## src/rtl/core/skrt_pkg.sv

```systemverilog
// Shared types and codes for the sorted key record table.
`timescale 1ns / 1ps

package skrt_pkg;

  localparam int unsigned KindW    = 3;
  localparam int unsigned KeyW     = 20;
  localparam int unsigned DayW     = 5;
  localparam int unsigned MonthW   = 4;
  localparam int unsigned YearW    = 14;
  localparam int unsigned CreditsW = 14;
  localparam int unsigned StatusW  = 3;
  localparam int unsigned PosW     = 6;

  localparam logic [KindW-1:0] KIND_INSERT = 3'd0;
  localparam logic [KindW-1:0] KIND_UPDATE = 3'd1;
  localparam logic [KindW-1:0] KIND_REMOVE = 3'd2;
  localparam logic [KindW-1:0] KIND_SEARCH = 3'd3;
  localparam logic [KindW-1:0] KIND_LIST   = 3'd4;

  localparam logic [StatusW-1:0] STATUS_OK        = 3'd0;
  localparam logic [StatusW-1:0] STATUS_NOT_FOUND = 3'd1;
  localparam logic [StatusW-1:0] STATUS_FULL      = 3'd2;
  localparam logic [StatusW-1:0] STATUS_DUP       = 3'd3;
  localparam logic [StatusW-1:0] STATUS_EMPTY     = 3'd4;

  typedef struct packed {
    logic [KeyW-1:0]     key;
    logic [DayW-1:0]     day;
    logic [MonthW-1:0]   month;
    logic [YearW-1:0]    year;
    logic [CreditsW-1:0] credits;
  } entry_t;

  typedef enum logic [2:0] {
    CMD_HOLD,
    CMD_INSERT,
    CMD_UPDATE,
    CMD_REMOVE,
    CMD_ROTATE
  } cell_cmd_e;

  // Broadcast from the controller to every cell.
  typedef struct packed {
    cell_cmd_e cmd;
    entry_t    req;
  } cell_ctrl_t;

  // Per-cell status seen by the controller and the neighbors.
  typedef struct packed {
    logic valid;
    logic lt;
    logic ge;
    logic match;
  } cell_flag_t;

endpackage

```

## src/rtl/core/skrt_cell.sv

```systemverilog
// One storage cell of the sorted record row.
`timescale 1ns / 1ps

module skrt_cell (
  input  logic                clk_i,
  input  logic                rst_ni,
  input  skrt_pkg::cell_ctrl_t ctrl_i,
  input  skrt_pkg::entry_t    prev_ent_i,
  input  logic                prev_valid_i,
  input  logic                prev_lt_i,
  input  skrt_pkg::entry_t    next_ent_i,
  input  logic                next_valid_i,
  input  skrt_pkg::entry_t    head_ent_i,
  output skrt_pkg::entry_t    ent_o,
  output skrt_pkg::cell_flag_t flag_o
);
  import skrt_pkg::*;

  entry_t ent_q, ent_d;
  logic   valid_q, valid_d;

  // The row stays sorted, so key compares against the request give the
  // insertion and removal boundaries without any carry chain.
  assign flag_o.valid = valid_q;
  assign flag_o.lt    = valid_q && (ent_q.key <  ctrl_i.req.key);
  assign flag_o.ge    = valid_q && (ent_q.key >= ctrl_i.req.key);
  assign flag_o.match = valid_q && (ent_q.key == ctrl_i.req.key);
  assign ent_o        = ent_q;

  always_comb begin
    ent_d   = ent_q;
    valid_d = valid_q;
    case (ctrl_i.cmd)
      CMD_INSERT: begin
        if (!flag_o.lt) begin
          if (prev_lt_i) begin
            ent_d   = ctrl_i.req;
            valid_d = 1'b1;
          end else begin
            ent_d   = prev_ent_i;
            valid_d = prev_valid_i;
          end
        end
      end
      CMD_UPDATE: begin
        if (flag_o.match) begin
          ent_d = ctrl_i.req;
        end
      end
      CMD_REMOVE: begin
        if (flag_o.ge) begin
          ent_d   = next_ent_i;
          valid_d = next_valid_i;
        end
      end
      CMD_ROTATE: begin
        if (valid_q) begin
          ent_d = next_valid_i ? next_ent_i : head_ent_i;
        end
      end
      default: begin
        ent_d   = ent_q;
        valid_d = valid_q;
      end
    endcase
  end

  always_ff @(posedge clk_i or negedge rst_ni) begin
    if (!rst_ni) begin
      valid_q <= 1'b0;
    end else begin
      valid_q <= valid_d;
    end
  end

  always_ff @(posedge clk_i) begin
    ent_q <= ent_d;
  end

endmodule

```

## config.mk

```make
export PLATFORM = sky130hd
export DESIGN_NAME = skrt_cell
export DESIGN_NICKNAME = d
export VERILOG_FILES = /design/src/rtl/core/skrt_pkg.sv /design/src/rtl/core/skrt_cell.sv
export SDC_FILE = /design/constraint.sdc
export NUM_CORES = 1
export LEC_CHECK = 0
export BUFFER_PORTS_ARGS = -buffer_cell sky130_fd_sc_hd__buf_2
export CAP_MARGIN = 20
export CORE_AREA = 8 8 108 110
export CTS_CLUSTER_DIAMETER = 150
export DETAILED_ROUTE_END_ITERATION = 6
export DIE_AREA = 0 0 116 118
export PLACE_DENSITY = 0.86
export SYNTH_ARGS = -nofsm -noshare
export SYNTH_HDL_FRONTEND = slang
export SYNTH_SLANG_ARGS = --single-unit
```

## constraint.sdc

```tcl
create_clock -name clk_i -period 11.61 [get_ports clk_i]
set_clock_uncertainty 0.1 [all_clocks]
set_input_delay 1.161 -clock clk_i [delete_from_list [all_inputs] [get_ports clk_i]]
set_output_delay 1.161 -clock clk_i [all_outputs]
set_load 0.02 [all_outputs]
```

; Yosys cells after proc, flatten, opt, wreduce, memory -nomap -nowiden
; Cells that the tools add are included.
[op_classes]
add_sub_neg = 0
mul = 0
div_mod_pow = 0
magnitude_cmp = 2
eq_ne = 9
shift = 0
mux = 11
n_bitwise = 0
reduce_logical = 7
[ops]
columns = op, n
row1 = 57-bit 2-to-1 mux, 6
row2 = 57-bit case mux with 4 select lines, 1
row3 = 20-bit equality test, 1
row4 = 20-bit greater-or-equal comparator, 1
row5 = 20-bit less-than comparator, 1
row6 = "2-bit inequality test, second input constant", 4
row7 = "3-bit by 2-bit equality test with 1-bit output, second input constant", 2
row8 = 5-bit AND reduction, 1
row9 = 4-bit nonzero test, 1
row10 = "3-bit by 1-bit equality test with 1-bit output, second input constant", 1
row11 = "3-bit equality test, second input constant", 1
row12 = 1-bit logical AND, 3
row13 = 1-bit 2-to-1 mux, 3
row14 = 3-bit AND reduction, 1
row15 = 1-bit case mux with 2 select lines, 1
row16 = 2-bit nonzero test, 1
[totals]
ff_bits = 58
latchBits = 0
mem_bits_rw = 0
romBits = 0
in_bits = 236
wordCells = 35
n_memories = 0

; Logic depth before layout (Yosys ltp)
[depth]
ltp_word = 4
ltp_mapped = 8
ltp_nobuf = 7

; Worst setup path before layout
; No wires, ideal clock.
[synth_path]
kind = input port to flip-flop
start = input port ctrl_i[55] (netlist name)
end = register ent_q (netlist bit ent_o[0]), enable pin
arrival_time_ns = 5.266
required_time_ns = 11.004
setup_slack_ns = 5.738
stages = 7
cell_sequence = inv_1 ha_1 nand4_1 nor4_1 and2_1 nand2_1 a31oi_1
[synth_rtl]
columns = element, line_no
row1 = start: declaration, skrt_cell.sv:7  ; input skrt_pkg::cell_ctrl_t ctrl_i,
row2 = end signal: assignment, skrt_cell.sv:77  ; ent_q <= ent_d;
row3 = end: declaration, skrt_cell.sv:19  ; entry_t ent_q, ent_d;

==> summary.md <==
| Metric | Value |
|---|---|
| Total power | 680 µW |
| PortBufs | between 200 and 300 |
| RSZ-0062 raised after global routing | no |
| Core ar. | 0.0100 mm² |
| EDFF count, synth | between 50 and 60 |
| Crit start category | primary input |
| Cell accounting for the most synthesized area | edfxtp_1 |
| Crit-path max FO | 3 |
| # DRC | 0 |
| Avg Cell Area, Syn | between 10 and 15 µm² |
| Worst hold slack | 0.491 ns |
| Vias in the first global route | between 4k and 5k |
| DR vias | 4531 |
| Sequential fraction of the synthesis area | between 40% and 50% |
| Initial antenna violation count | 0 |
| Fin util | 57.7% |
| Hold WC Path Type | primary input to async pin |
| All-Layer GR Usage | 22.3% |
| Met3 WL | 1710 µm |
| TritonCTS clock tree | done |
| Initial Util | 40.2% |
| Ranking of synthesized cells by area | edfxtp_1 (43%), a21oi_1 (8.5%), a221o_1 (7.2%), mux2i_1 (7.2%), a222oi_1 (7.0%) |
| Hold Violations, Final | 0 |
| Worst slew pin tran | 1.06 ns |
| Rel. slew slack | 29.4% |
| M1 wire length | roughly 5600 µm |
| Worst skew pair latency | roughly 0.33 ns |
| Clk slew on worst S/H paths | 0.07 ns |
| Final nets | roughly 930 |
| Post-CTS Setup Inserts | 0 |
| CTS Root Cell | clkbuf_8 |
| Routed wl met2 | between 8000 and 9000 µm |
| Multi-input gate area | 0.00202 mm² |
| Yosys warns | 0 |
| Cells after Synth | 399 |
| Final min period | 4.24 ns |
| Main synth FF type | edfxtp_1 |
| Dpl ws | 7.41 ns |
| R2R depth | 7 |
| Max_cap viols | 0 |
| Power per standard cell area | 118 mW/mm² |
| Area growth, synth to finish | 43.8% |
| Sequential Area | between 0.0015 and 0.002 mm² |
| Leakage | 2.89 nW |
| 1st-pass router iterations | 6 |
| Worst Path Arrival | 2.98 ns |
| Final Max Slew Viols | 0 |
| First-pass GRT wire length | 24300 µm |
| WL/cell | 19.6 µm |
| ANT nets after route | 0 |
| Syn_nets | 655 |
| CTS H-tree depth | 3 |
| VDD IR-drop max | 0.0000937 V |
| Post-Route Setup TNS | 0 ns |
| Final WS setup | between 7 and 8 ns |
| Share of the synthesized area in the top cell type | 42.6% |
| CTS resizes | 0 |
| I/O pin count | 297 |
| Uppermost layer routed | met4 |
| #FFs+latches synth | 58 |
| Crit Path Category | primary input to output pin |
| Share of synthesized registers carrying an async set or reset | 1.72% |
| Outcome | finished clean |
| Filler cells | 912 |
| Max Fclk | about 240 MHz |
| Grt ovf | 0 |
| CP Capture Type | output pin |
| Vias/cell | 5.54 |
| Die area | 0.0137 mm² |
| Ant. Diodes | 0 |
| RePlAce Congestion | 0.890 |
| Mapped Area | 0.00402 mm² |
| Clock Path Buffers | 2 |
| Iter 0 DRT Violations | 442 |
| Site row count | 37 |
| Clock sinks | 58 |
| DIE HEIGHT | 118 µm |
| # setup viols final | 0 |
| Synth cell types | 36 |
| Largest net degree at the start of global routing | 59 |
| Layout cells sized above 1 | 47.2% |
| Crit share post-route | 36.5% |
| Critical path required time | about 10 ns |
| Final wirelength | 16000 µm |
| Cts hold-fix bufs | 0 |
| Chip width | 116 µm |
| Post-DP HPWL | roughly 12000 µm |
| TritonCTS buffer count | 9 |
[through the flow]
| step | area, µm² | std cells |
|---|---|---|
| 6_report | 5770 | 818 |
| 5_1_grt | 5770 | 818 |
| 3_3_place_gp | 5520 | 800 |
| 3_5_place_dp | 5520 | 800 |
| 2_1_floorplan | 4020 | 399 |
| 4_1_cts | 5730 | 816 |
[path summary, 6_finish.rpt]
check | endpoint | slack, ns | from
worst max-delay path | flag_o[2] | 7.37 | ctrl_i[50]
max in group asynchronous | valid_q | 10.84 | rst_ni
worst min-delay path | valid_q | 0.49 | rst_ni
worst max register to register | ent_o[34] | 8.55 | ent_o[52]
worst min register to register | valid_q | 0.63 | valid_q
min in group clk_i | valid_q | 0.63 | valid_q
[cell usage after synthesis, types with 2 or more instances]
cell      count
buf_2        11
nand2_1      66
buf_4         6
nand4_1       4
nor2b_4       2
o21ai_1       2
nand3_1       6
edfxtp_1     57
clkbuf_1     11
a21o_1        2
o21ai_0       6
and3_1        2
inv_1        22
mux2i_1      29
nor2_1        5
a221o_1      29
nand2b_1      2
buf_6         5
a222oi_1     28
a21oi_1      68
ha_1         20
nor2b_1       2
[critical path, stage by stage]
cell	delay, ns
buf_2	0.10
inv_1	0.06
ha_1	0.30
nand4_1	0.19
nor4_1	0.42
o21ai_1	0.16
and3_1	0.23
and3_1	0.19
buf_2	0.16
[report_power, final]
group | internal, mW | switching [mW]
Clock | 0.118 | 0.0813
Sequential | 0.263 | 0.00944
Combinational | 0.0851 | 0.123
Total | 0.466 | 0.214
[metal layers]
metal	global-route usage, %	up-vias
met5	0	-
met4	7.38	0
met3	8.36	22
met2	40.6	262
met1	22.6	2122
li1	-	2125
[layout by cell type (no fill, tap or decap), types with 3 or more instances in the layout]
cell type  instances
mux2i_1           29
buf_2            296
inv_1             22
ha_1              20
a222oi_1          28
clkinv_1           3
nand4_1            4
clkbuf_8           9
buf_4              3
o21ai_0            6
a21oi_1           68
a221o_1           29
edfxtp_1          57
nand2_1           66
nand3_1            6
nor2_1             5
[final cells by class]
class	count	area share, %
Multi-Input combinational cell	284	35.0
Sequential cell	58	30.1
Timing Repair Buffer	301	26.9
Tap cell	136	2.95
Clock buffer	9	2.15
Inverter	23	1.50
Clock inverter	7	1.45
[registers in the layout, summed over array words and instances (netlist names)]
name / flops
valid_q: 1
ent_o: 57
[logic make-up after synthesis]
logic type                 synth area share [%]
and+or+nand+nor                            10.8
muxes                                      7.23
AOI/OAI and AO/OA                          25.3
adders and majority gates                  6.23
DFF                                        43.3
buffers and inverters                      7.17
Power figures use the tool's default switching activity.
